==> src/rtl/sak_pkg.sv <==
// ----------------------------------------------------------------------------
// sak_pkg
// Shared constants, state encoding and control structs of the held key set.
// ----------------------------------------------------------------------------
`default_nettype none

package sak_pkg;

    // set size and key range
    localparam int SLOTS    = 12;
    localparam int NUM_KEYS = 59;

    // field widths
    localparam int KEY_W = 6;
    localparam int IDX_W = (SLOTS > 1) ? $clog2(SLOTS) : 1;
    localparam int CNT_W = $clog2(SLOTS + 1);

    // request codes
    localparam logic REQ_ON  = 1'b0;
    localparam logic REQ_OFF = 1'b1;

    // controller states, one-hot
    typedef enum logic [1:0] {
        ST_IDLE = 2'b01,
        ST_EMIT = 2'b10
    } state_t;

    // controller to datapath
    typedef struct packed {
        logic apply;   // update the set with the accepted request
        logic load;    // load the next result into the output register
    } dp_cmd_t;

    // datapath to controller
    typedef struct packed {
        logic last;    // the next result to load is the final one
    } dp_status_t;

endpackage

`default_nettype wire

==> src/rtl/sak_if.sv <==
// ----------------------------------------------------------------------------
// sak_if
// Request and result channels of the held key set, valid/ready handshake.
// ----------------------------------------------------------------------------
`default_nettype none

interface key_req_if;
    logic                    valid;
    logic                    ready;
    logic                    req_type;
    logic [sak_pkg::KEY_W-1:0] key_index;

    modport source (output valid, output req_type, output key_index, input ready);
    modport sink   (input valid, input req_type, input key_index, output ready);
endinterface

interface key_res_if;
    logic                    valid;
    logic                    ready;
    logic [sak_pkg::KEY_W-1:0] held_key;
    logic                    is_last;
    logic                    set_empty;
    logic                    dropped;

    modport source (output valid, output held_key, output is_last, output set_empty,
                    output dropped, input ready);
    modport sink   (input valid, input held_key, input is_last, input set_empty,
                    input dropped, output ready);
endinterface

`default_nettype wire

==> src/rtl/sak_datapath.sv <==
// ----------------------------------------------------------------------------
// sak_datapath
// Sorted slot list with per-slot insert/delete shifting, and the result
// register that walks the list in ascending order.
// ----------------------------------------------------------------------------
`default_nettype none

module sak_datapath (
    input  wire logic                        clk,
    input  wire logic                        rst_n,
    input  wire sak_pkg::dp_cmd_t            cmd,
    output sak_pkg::dp_status_t              status,
    input  wire logic                        req_type,
    input  wire logic [sak_pkg::KEY_W-1:0]   key_index,
    output logic [sak_pkg::KEY_W-1:0]        held_key,
    output logic                             is_last,
    output logic                             set_empty,
    output logic                             dropped
);

    localparam int SLOTS = sak_pkg::SLOTS;
    localparam int KEY_W = sak_pkg::KEY_W;
    localparam int IDX_W = sak_pkg::IDX_W;
    localparam int CNT_W = sak_pkg::CNT_W;

    // slot keys, kept in ascending order; entries at or above the count are stale
    logic [KEY_W-1:0] key_reg  [SLOTS];
    logic [KEY_W-1:0] ins_next [SLOTS];
    logic [KEY_W-1:0] del_next [SLOTS];
    logic [CNT_W-1:0] cnt_reg;
    logic [CNT_W-1:0] cnt_next;
    logic [IDX_W-1:0] idx_reg;
    logic [IDX_W-1:0] idx_next;
    logic             drop_reg;
    logic             drop_next;

    // result register
    logic [KEY_W-1:0] held_reg;
    logic             last_reg;
    logic             empty_reg;
    logic             dropped_reg;

    logic [SLOTS-1:0] lt;
    logic [SLOTS-1:0] eq;
    logic             in_range;
    logic             found;
    logic             full;
    logic             do_ins;
    logic             do_del;

    // per-slot compares against the request key
    always_comb
    begin
        for (int i = 0; i < SLOTS; i++)
        begin
            lt[i] = (CNT_W'(i) < cnt_reg) && (key_reg[i] < key_index);
            eq[i] = (CNT_W'(i) < cnt_reg) && (key_reg[i] == key_index);
        end
    end

    assign in_range = ({1'b0, key_index} < (KEY_W+1)'(sak_pkg::NUM_KEYS));
    assign found    = |eq;
    assign full     = (cnt_reg == CNT_W'(SLOTS));
    assign do_ins   = in_range && (req_type == sak_pkg::REQ_ON) && !found && !full;
    assign do_del   = in_range && (req_type == sak_pkg::REQ_OFF) && found;
    assign drop_next = in_range && (req_type == sak_pkg::REQ_ON) && !found && full;

    // shifted slot contents for insert and delete
    genvar g;
    generate
        for (g = 0; g < SLOTS; g++)
        begin : g_slot
            if (g == 0)
            begin : g_first
                assign ins_next[g] = lt[g] ? key_reg[g] : key_index;
            end
            else
            begin : g_rest
                assign ins_next[g] = lt[g]     ? key_reg[g]   :
                                     lt[g-1]   ? key_index    : key_reg[g-1];
            end
            if (g == SLOTS - 1)
            begin : g_top
                assign del_next[g] = key_reg[g];
            end
            else
            begin : g_below
                assign del_next[g] = lt[g] ? key_reg[g] : key_reg[g+1];
            end
        end
    endgenerate

    // slot storage, no reset needed
    always_ff @(posedge clk)
    begin
        for (int i = 0; i < SLOTS; i++)
        begin
            if (cmd.apply && do_ins)
            begin
                key_reg[i] <= ins_next[i];
            end
            else if (cmd.apply && do_del)
            begin
                key_reg[i] <= del_next[i];
            end
        end
    end

    // count and walk index
    always_comb
    begin
        cnt_next = cnt_reg;
        idx_next = idx_reg;
        if (cmd.apply)
        begin
            idx_next = '0;
            if (do_ins)
            begin
                cnt_next = cnt_reg + CNT_W'(1);
            end
            else if (do_del)
            begin
                cnt_next = cnt_reg - CNT_W'(1);
            end
        end
        else if (cmd.load)
        begin
            idx_next = idx_reg + IDX_W'(1);
        end
    end

    always_ff @(posedge clk or negedge rst_n)
    begin
        if (!rst_n)
        begin
            cnt_reg <= '0;
            idx_reg <= '0;
        end
        else
        begin
            cnt_reg <= cnt_next;
            idx_reg <= idx_next;
        end
    end

    // drop flag of the current request
    always_ff @(posedge clk)
    begin
        if (cmd.apply)
        begin
            drop_reg <= drop_next;
        end
    end

    assign status.last = (cnt_reg == '0) || ((CNT_W'(idx_reg) + CNT_W'(1)) == cnt_reg);

    // result register load
    always_ff @(posedge clk)
    begin
        if (cmd.load)
        begin
            held_reg    <= (cnt_reg == '0) ? '0 : key_reg[idx_reg];
            last_reg    <= status.last;
            empty_reg   <= (cnt_reg == '0);
            dropped_reg <= drop_reg;
        end
    end

    assign held_key  = held_reg;
    assign is_last   = last_reg;
    assign set_empty = empty_reg;
    assign dropped   = dropped_reg;

endmodule

`default_nettype wire

==> src/rtl/sak_ctrl.sv <==
// ----------------------------------------------------------------------------
// sak_ctrl
// Controller: takes one request, then steps the result walk under the
// output handshake and owns the result valid flag.
// ----------------------------------------------------------------------------
`default_nettype none

module sak_ctrl (
    input  wire logic                  clk,
    input  wire logic                  rst_n,
    input  wire logic                  req_valid,
    output logic                       req_ready,
    output logic                       res_valid,
    input  wire logic                  res_ready,
    output sak_pkg::dp_cmd_t           cmd,
    input  wire sak_pkg::dp_status_t   status
);

    sak_pkg::state_t state_reg;
    sak_pkg::state_t state_next;
    logic            valid_reg;
    logic            valid_next;
    logic            out_free;

    assign out_free  = !valid_reg || res_ready;
    assign req_ready = (state_reg == sak_pkg::ST_IDLE);
    assign res_valid = valid_reg;

    // next state and commands
    always_comb
    begin
        state_next = state_reg;
        cmd.apply  = 1'b0;
        cmd.load   = 1'b0;
        unique case (state_reg)
            sak_pkg::ST_IDLE:
            begin
                if (req_valid)
                begin
                    cmd.apply  = 1'b1;
                    state_next = sak_pkg::ST_EMIT;
                end
            end
            sak_pkg::ST_EMIT:
            begin
                if (out_free)
                begin
                    cmd.load = 1'b1;
                    if (status.last)
                    begin
                        state_next = sak_pkg::ST_IDLE;
                    end
                end
            end
            default:
            begin
                state_next = sak_pkg::ST_IDLE;
            end
        endcase
    end

    // result valid flag
    always_comb
    begin
        valid_next = valid_reg;
        if (cmd.load)
        begin
            valid_next = 1'b1;
        end
        else if (res_ready)
        begin
            valid_next = 1'b0;
        end
    end

    always_ff @(posedge clk or negedge rst_n)
    begin
        if (!rst_n)
        begin
            state_reg <= sak_pkg::ST_IDLE;
            valid_reg <= 1'b0;
        end
        else
        begin
            state_reg <= state_next;
            valid_reg <= valid_next;
        end
    end

endmodule

`default_nettype wire

==> src/rtl/sorted_active_key_set.sv <==
// ----------------------------------------------------------------------------
// sorted_active_key_set
// Set of held keyboard keys; after each on/off request the held keys are
// sent out in ascending order, one word per result, the last one marked.
// ----------------------------------------------------------------------------
//  channel  dir  word contents
//  req      in   req_type, key_index
//  res      out  held_key, is_last, set_empty, dropped
//
//  a request is taken in the idle state, then its max(n,1) results follow
//  one per cycle while the sink is ready (n = keys held), stepped by the
//  result register walk over the sorted slot list
//  the last result may still wait in the output register while the next
//  request is taken; a stalled sink pauses the walk
//  reset empties the set at once
// ----------------------------------------------------------------------------
`default_nettype none

module sorted_active_key_set (
    input  wire logic  clk,
    input  wire logic  rst_n,
    key_req_if.sink    req,
    key_res_if.source  res
);

    sak_pkg::dp_cmd_t    cmd;
    sak_pkg::dp_status_t status;

    // control
    sak_ctrl u_ctrl (
        .clk       (clk),
        .rst_n     (rst_n),
        .req_valid (req.valid),
        .req_ready (req.ready),
        .res_valid (res.valid),
        .res_ready (res.ready),
        .cmd       (cmd),
        .status    (status)
    );

    // slot list and result register
    sak_datapath u_dp (
        .clk       (clk),
        .rst_n     (rst_n),
        .cmd       (cmd),
        .status    (status),
        .req_type  (req.req_type),
        .key_index (req.key_index),
        .held_key  (res.held_key),
        .is_last   (res.is_last),
        .set_empty (res.set_empty),
        .dropped   (res.dropped)
    );

endmodule

`default_nettype wire

==> src/flat_wrapper.sv <==
// flat-port wrapper written by rule: the top's interface ports become plain ports
module sorted_active_key_set_flat 
  (clk, rst_n, req_valid, req_req_type, req_key_index, req_ready, res_valid, res_held_key, res_is_last, res_set_empty, res_dropped, res_ready);
  key_req_if req_i ();
  key_res_if res_i ();
  input  wire logic clk;
  input  wire logic rst_n;
  input wire logic [$bits(req_i.valid)-1:0] req_valid;
  input wire logic [$bits(req_i.req_type)-1:0] req_req_type;
  input wire logic [$bits(req_i.key_index)-1:0] req_key_index;
  output wire logic [$bits(req_i.ready)-1:0] req_ready;
  output wire logic [$bits(res_i.valid)-1:0] res_valid;
  output wire logic [$bits(res_i.held_key)-1:0] res_held_key;
  output wire logic [$bits(res_i.is_last)-1:0] res_is_last;
  output wire logic [$bits(res_i.set_empty)-1:0] res_set_empty;
  output wire logic [$bits(res_i.dropped)-1:0] res_dropped;
  input wire logic [$bits(res_i.ready)-1:0] res_ready;
  assign req_i.valid = req_valid;
  assign req_i.req_type = req_req_type;
  assign req_i.key_index = req_key_index;
  assign req_ready = req_i.ready;
  assign res_valid = res_i.valid;
  assign res_held_key = res_i.held_key;
  assign res_is_last = res_i.is_last;
  assign res_set_empty = res_i.set_empty;
  assign res_dropped = res_i.dropped;
  assign res_i.ready = res_ready;
  sorted_active_key_set u_core (.clk(clk), .rst_n(rst_n), .req(req_i), .res(res_i));
endmodule
==> config.mk <==
export PLATFORM = sky130hd
export DESIGN_NAME = sorted_active_key_set_flat
export DESIGN_NICKNAME = d
export VERILOG_FILES = /design/src/rtl/sak_pkg.sv /design/src/rtl/sak_if.sv /design/src/rtl/sak_datapath.sv /design/src/rtl/sak_ctrl.sv /design/src/rtl/sorted_active_key_set.sv /design/src/flat_wrapper.sv
export SDC_FILE = /design/constraint.sdc
export NUM_CORES = 1
export LEC_CHECK = 0
export ABC_AREA = 0
export ABC_CLOCK_PERIOD_IN_PS = 3800
export BUFFER_PORTS_ARGS = -buffer_cell sky130_fd_sc_hd__buf_2
export CAP_MARGIN = 20
export CORE_MARGIN = 3
export CORE_UTILIZATION = 64
export DETAILED_ROUTE_END_ITERATION = 8
export PLACE_DENSITY = 0.82
export SLEW_MARGIN = 40
export SYNTH_ARGS = -nofsm -noshare
export SYNTH_HDL_FRONTEND = slang
export SYNTH_SLANG_ARGS = --single-unit
==> constraint.sdc <==
create_clock -name clk -period 3.8 [get_ports clk]
set_clock_uncertainty 0.1 [all_clocks]
set_input_delay 0.57 -clock clk [delete_from_list [all_inputs] [get_ports clk]]
set_output_delay 0.57 -clock clk [all_outputs]
set_load 0.02 [all_outputs]
==> qor.txt, run 1 <==
final hold vios: 0
cts repair resizes: 0
total CTS buffers: 9
CP Data Arrival Time: 3.33 ns
Nets: 805
Syn Std Cell Area: 0.00693 mm2
Gate power share: 43.0%
Crit Path Max Fanout: 14
die area: 0.0121 mm2
most frequent cells in the layout: 99 x nand2_1, 82 x edfxtp_1, 78 x ha_1, 63 x nor2_1, 48 x mux2i_1
Core Area: 0.0104 mm2
Pint: 2.64 mW
Mapped Cells: 691
Skew-Pair Late Insertion Delay: 0.39 ns
Routed wire per std cell: 23.3 um
max reg flops: 72
Initial Util: 66.6%
ANT nets after route: 0
min cycle time layout: 3.40 ns
worst-margin pin slew: 0.785 ns
vias in the first global route: 5633
Final setup viols: 0
port buffer count: 21
CTS HTree Levels: 3
outcome: complete, no violations
Crit-path slowest cell: inv_1
Post-route DRC: 0
period utilization: 89.6%
Setup CP Type: in2reg
Mapped Nets: 780
RSZ-0062 raised after global routing: no
clk root buf: clkbuf_8
Bufs and invs on worst path: 3
Leakage Power: 3.01 nW
CTS Sinks: 93
Clk pwr share: 16.1%
Critical Path End Type: flip-flop
layout cells sized above 1: 14.4%
initial antenna violation count: 0
P_sw: 1.77 mW
Post-DP Area: 0.00726 mm2
chip width: 110 um
Sw Share: 40.1%
Final Max Slew Viols: 0
CP top delay family: simple AND/OR/NAND/NOR gates
worst relative slew slack: 47.7%
Iter 0 DRT Violations: 637
total number of vias: 5847
Crit path top cell by count: nor2_1
io pins: 22
maxcap violations: 0
maximum VDD drop: 0.000451 V
Max Root-Sink Buffers: 2
post-synthesis sequential area ratio: 39.5%
count of cell types in the netlist: 49
#FFs+latches synth: 93
crit-path cells: buf_2 > inv_1 > ha_1 > nand4_1 > nor2_1 > o41ai_1 > nand4_2 > nor3_2 > nor2_1 > buf_4 > nor2_1
RePlAce Congestion: 0.931
routed wire length: 20.0 mm
CTS tree: done
global-route wire length before repair: 31.0 mm
PwrDens: 588 mW/mm2
hold crit path type: reg2reg
commonest non-fill, non-tap cell in the layout: nand2_1
ANT cells: 0
Reg clk slew, reported paths: 0.10 ns
Max Fclk: 0.294 GHz
Fin Setup TNS: 0 ns
delay of the slowest cell on the worst path: 0.45 ns
number of synthesis warnings: 0
std cell rows: 37
startpoint type of the worst setup path: input pin
syn_area_per_cell: 10.0 um2
first-pass iteration count of the detailed router: 5
dpl hpwl: 14.3 mm
GRT Total Usage: 34.9%
Worst EP required: 3.73 ns
Chip Height: 110 um
fin area: 0.00749 mm2
largest net degree at the start of global routing: 75
mean number of vias per cell: 6.82
gr ovfl total: 0
Area growth syn-to-layout: 8.05%
sequential power share: 41.0%
## cell usage after synthesis, drive strengths merged
master | instances | share of area (%)
nor4 | 4 | 0.58
nand3 | 5 | 0.36
a22oi | 1 | 0.18
o21a | 5 | 0.54
a2111oi | 2 | 0.43
and3 | 1 | 0.090
nor2b | 13 | 1.2
nor3 | 12 | 1.1
mux4 | 18 | 5.8
or2 | 1 | 0.090
a31oi | 20 | 1.8
ha | 78 | 14
clkbuf | 15 | 0.81
o211ai | 5 | 0.54
mux2i | 48 | 6.9
and2 | 3 | 0.27
nand2 | 99 | 5.4
xnor2 | 8 | 1.0
dfrtp | 10 | 3.6
a41oi | 1 | 0.13
nor3b | 3 | 0.49
nand4 | 13 | 1.3
dfstp | 1 | 0.38
o22ai | 2 | 0.18
nor2 | 63 | 3.4
o31ai | 1 | 0.11
o2111ai | 2 | 0.25
buf | 21 | 1.7
o21ai | 61 | 4.4
xor2 | 2 | 0.25
a21oi | 33 | 2.4
a211oi | 3 | 0.32
o41ai | 1 | 0.13
inv | 34 | 1.8
o221a | 1 | 0.16
edfxtp | 82 | 36
a41o | 1 | 0.14
mux2 | 6 | 0.97
o21ba | 1 | 0.14
nand2b | 8 | 0.72
a21o | 3 | 0.32
## cell type report
| cell class | instances | area [um2] |
|---|---|---|
| Tap cell | 136 | 170 |
| Fill cell | 749 | 2930 |
| Clock buffer | 12 | 188 |
| Inverter | 34 | 128 |
| Sequential cell | 93 | 2740 |
| Multi-Input combinational cell | 528 | 3890 |
| Timing Repair Buffer | 50 | 338 |
| Clock inverter | 4 | 32.5 |
## worst register-to-register path, stage by stage (launching register included)
cell     delay (ns)
dfrtp_1        0.53
inv_1          0.18
ha_1           0.27
nor2b_1        0.23
nor3_1         0.12
o41ai_1        0.37
nand4_2        0.26
nor3_2         0.26
nor2_1         0.09
buf_4          0.17
nor2_1         0.41
## power by group through the flow
stage               Combinational, mW  Clock (mW)  Sequential (mW)
finish                           1.89       0.707             1.81
global placement                 1.76           0             1.79
detailed placement               1.85           0             1.80
CTS                              1.87       0.713             1.78
floorplan                        1.43           0             1.63
global route                     2.08       0.757             1.82
## kinds of logic after synthesis
family                   after synthesis  synth area share, %
adder cells (fa/ha/maj)               78                 14.1
multiplexers                          72                 13.8
XOR/XNOR                              10                 1.26
AND/OR/NAND/NOR                      225                 14.9
flip-flops                            93                 39.5
buffers and inverters                 70                 4.33
AO/OA/AOI/OAI                        143                 12.2
## stage by stage
stage	setup slack, ns	power (mW)	utilization (%)	instances	hold WS (ns)
after floorplan	0.315	3.06	-	691	0.174
after global placement	0.147	3.55	69.7	840	0.305
after detailed placement	0.0224	3.65	69.7	840	0.321
after CTS	0.458	4.36	71.9	857	0.357
after global routing	0.254	4.65	71.9	857	0.363
final	0.397	4.41	71.9	857	0.359
## final timing paths
path | start | end | slack, ns | cells past startpoint
max | req_key_index[4] | u_core.u_dp.key_reg[4][0] | 0.40 | 11
min | u_core.u_dp.drop_reg | u_core.u_dp.dropped | 0.36 | 0
max reg2reg | u_core.u_dp.cnt_reg[1] | u_core.u_dp.key_reg[4][0] | 0.44 | 10
min reg2reg | u_core.u_dp.drop_reg | u_core.u_dp.dropped | 0.36 | 0
max in group asynchronous | rst_n | u_core.u_ctrl.state_reg[0] | 2.86 | 2
min in group asynchronous | rst_n | u_core.u_dp.idx_reg[3] | 0.48 | 2
## per-layer routing
metal  part of all wire, %  global-route usage (%)  wire length, um
met1                    39                    47.6             7800
met2                    44                    51.2             8700
met3                    11                    7.05             2210
met4                   6.3                    21.4             1260
met5                     0                       0                0
## what timing repair did
item                                   CTS  global route
setup buffers                            0             0
hold buffers                             1             0
endpoints found under the hold margin   10             0
Note: power is estimated with default switching activity, not from simulation.
==> run 2: changes to the inputs <==
Settings changed: RECOVER_POWER set to 25.
==> run 2 against run 1 <==
First-iteration DRC count increased by 1.4%. Power down 0.14%. Clock-buffer cell count unchanged. Register-to-register slack about the same. Largest power group unchanged. Routed wire length barely moved. Setup slack improved by 0.0087 ns. Critical endpoint unchanged. Hold slack about the same. Final cell count unchanged. Utilization shrank 0.16 points. Sequential share of layout area grew 0.063 points.
==> qor.txt, run 2 (synthesis results as in run 1) <==
GRT Total Usage: 34.9% (unchanged)
Crit-path slowest cell: inv_1
outcome: complete, no violations
Skew-Pair Late Insertion Delay: 0.39 ns (about the same)
worst relative slew slack: 36.4% (-11 points)
Nets: 805 (unchanged)
period utilization: 89.3% (-0.23 points)
die area: 0.0121 mm2 (unchanged)
ANT cells: 0 (unchanged)
max reg flops: 72 (unchanged)
maxcap violations: 0 (unchanged)
worst reg-to-reg setup slack: 0.45 ns (about the same)
RSZ-0062 raised after global routing: no
std cell rows: 37 (unchanged)
final hold vios: 0 (unchanged)
min cycle time layout: 3.39 ns (-0.00873 ns)
Tot Pwr: 4.40 mW (-0.14%)
grt met3 use: 7.05% (unchanged)
met2 Usage GRT: 51.2% (unchanged)
Crit path top cell by count: nor2_1
global-route wire length before repair: 31.0 mm (unchanged)
Worst EP required: 3.72 ns (about the same)
hold path start: u_core.u_dp.drop_reg
CTS tree: done
Setup CP Type: in2reg
total CTS buffers: 9 (unchanged)
grt met1 use: 47.6% (unchanged)
mean number of vias per cell: 6.83 (+0.12%)
RePlAce Congestion: 0.931 (unchanged)
Fin Setup TNS: 0 ns (unchanged)
hold crit path type: reg2reg
port buffer count: 21 (unchanged)
CTS Sinks: 93 (unchanged)
Hold Slack: 0.359 ns (-0.000462 ns)
Initial Util: 66.6% (unchanged)
Post-DP Area: 0.00726 mm2 (unchanged)
largest net degree at the start of global routing: 75 (unchanged)
Critical Path End Type: flip-flop
Final setup viols: 0 (unchanged)
gr ovfl total: 0 (unchanged)
CTS HTree Levels: 3 (unchanged)
WHS Path Cells: 0 (unchanged)
CP Data Arrival Time: 3.32 ns (about the same)
# hold bufs at CTS: 1 (unchanged)
Chip Height: 110 um (unchanged)
first-pass iteration count of the detailed router: 5 (unchanged)
grt peak-use layer: met2
Setup Buffers After CTS: 0 (unchanged)
vias in the first global route: 5633 (unchanged)
total number of vias: 5854 (+0.12%)
Reg2Reg Launch Point: u_core.u_dp.cnt_reg[1]
chip width: 110 um (unchanged)
delay of the slowest cell on the worst path: 0.45 ns (about the same)
cts repair resizes: 0 (unchanged)
maximum VDD drop: 0.000438 V (-2.8%)
Area growth syn-to-layout: 7.81%
most frequent cells in the layout: 99 x nand2_1, 82 x edfxtp_1, 78 x ha_1, 63 x nor2_1, 48 x mux2i_1
initial antenna violation count: 0 (unchanged)
Max Fclk: 0.295 GHz (+0.26%)
Routed wire per std cell: 23.3 um (about the same)
RR Endpoint: u_core.u_dp.key_reg[4][0]
Iter 0 DRT Violations: 646 (+1.4%)
Hold Path End: u_core.u_dp.dropped
Reg clk slew, reported paths: 0.10 ns (about the same)
layout cells sized above 1: 12.6% (-1.8 points)
dpl hpwl: 14.3 mm (unchanged)
clk root buf: clkbuf_8
Leakage Power: 2.97 nW (-1.1%)
routed wire length: 20.0 mm (about the same)
ANT nets after route: 0 (unchanged)
Core Area: 0.0104 mm2 (unchanged)
worst-margin pin slew: 0.953 ns (+0.169 ns)
PwrDens: 589 mW/mm2 (about the same)
io pins: 22 (unchanged)
commonest non-fill, non-tap cell in the layout: nand2_1
crit-path cells: buf_2 > inv_1 > ha_1 > nand4_1 > nor2_1 > o41ai_1 > nand4_2 > nor3_2 > nor2_1 > buf_4 > nor2_1
Final Max Slew Viols: 0 (unchanged)
Max Root-Sink Buffers: 2 (unchanged)
startpoint type of the worst setup path: input pin
fin area: 0.00747 mm2 (-0.22%)
Crit Path Max Fanout: 14 (unchanged)
Post-route DRC: 0 (unchanged)
worst reg2reg path depth: 10 (unchanged)
[run 2: how the worst max path moves through the flow]
| stage | from | end | slack [ns] |
|---|---|---|---|
| floorplan | req_key_index[2] | u_core.u_dp.key_reg[1][0] | 0.32 |
| global placement | req_key_index[4] | u_core.u_dp.key_reg[9][1] | 0.15 |
| detailed placement | req_key_index[4] | u_core.u_dp.key_reg[2][1] | 0.02 |
| CTS | req_key_index[4] | u_core.u_dp.key_reg[8][5] | 0.46 |
| global route | req_key_index[4] | u_core.u_dp.key_reg[8][5] | 0.25 |
| finish | req_key_index[4] | u_core.u_dp.key_reg[4][0] | 0.41 |
[run 2: routing by layer]
| layer | share of wire (%) | vias up |
|---|---|---|
| met2 | 44 | 418 |
| met3 | 11 | 107 |
| met4 | 6.1 | 0 |
| li1 | - | 2591 |
| met1 | 39 | 2738 |
| met5 | 0 | - |
[run 2: layout make-up]
class                   instances  area [um2]
multi-input cells             528        3890
repair buffers                 50         323
well taps                     136         170
flip-flops and latches         93        2740
fillers                       759        2940
inverters                      34         128
clock buffers                  12         188
clock inverters                 4        32.5
[run 2: critical path, delay by kind of cell]
family	cells	cell delay (ns)
AND/OR/NAND/NOR	6	1.21
buffers and inverters	3	0.73
AO/OA/AOI/OAI	1	0.45
adder cells (fa/ha/maj)	1	0.35
[run 2: stage by stage]
step / setup WS (ns) / std cells / util [%]
floorplan: 0.315 / 691 / -
global placement: 0.147 / 840 / 69.7
detailed placement: 0.0224 / 840 / 69.7
CTS: 0.458 / 857 / 71.9
global route: 0.254 / 857 / 71.8
finish: 0.406 / 857 / 71.8
[run 2: report_power, final]
part | internal [mW] | total [mW] | leakage, nW | switching [mW]
clock | 0.340 | 0.709 | 0.114 | 0.368
combinational | 0.833 | 1.88 | 1.97 | 1.05
sequential | 1.46 | 1.81 | 0.893 | 0.350
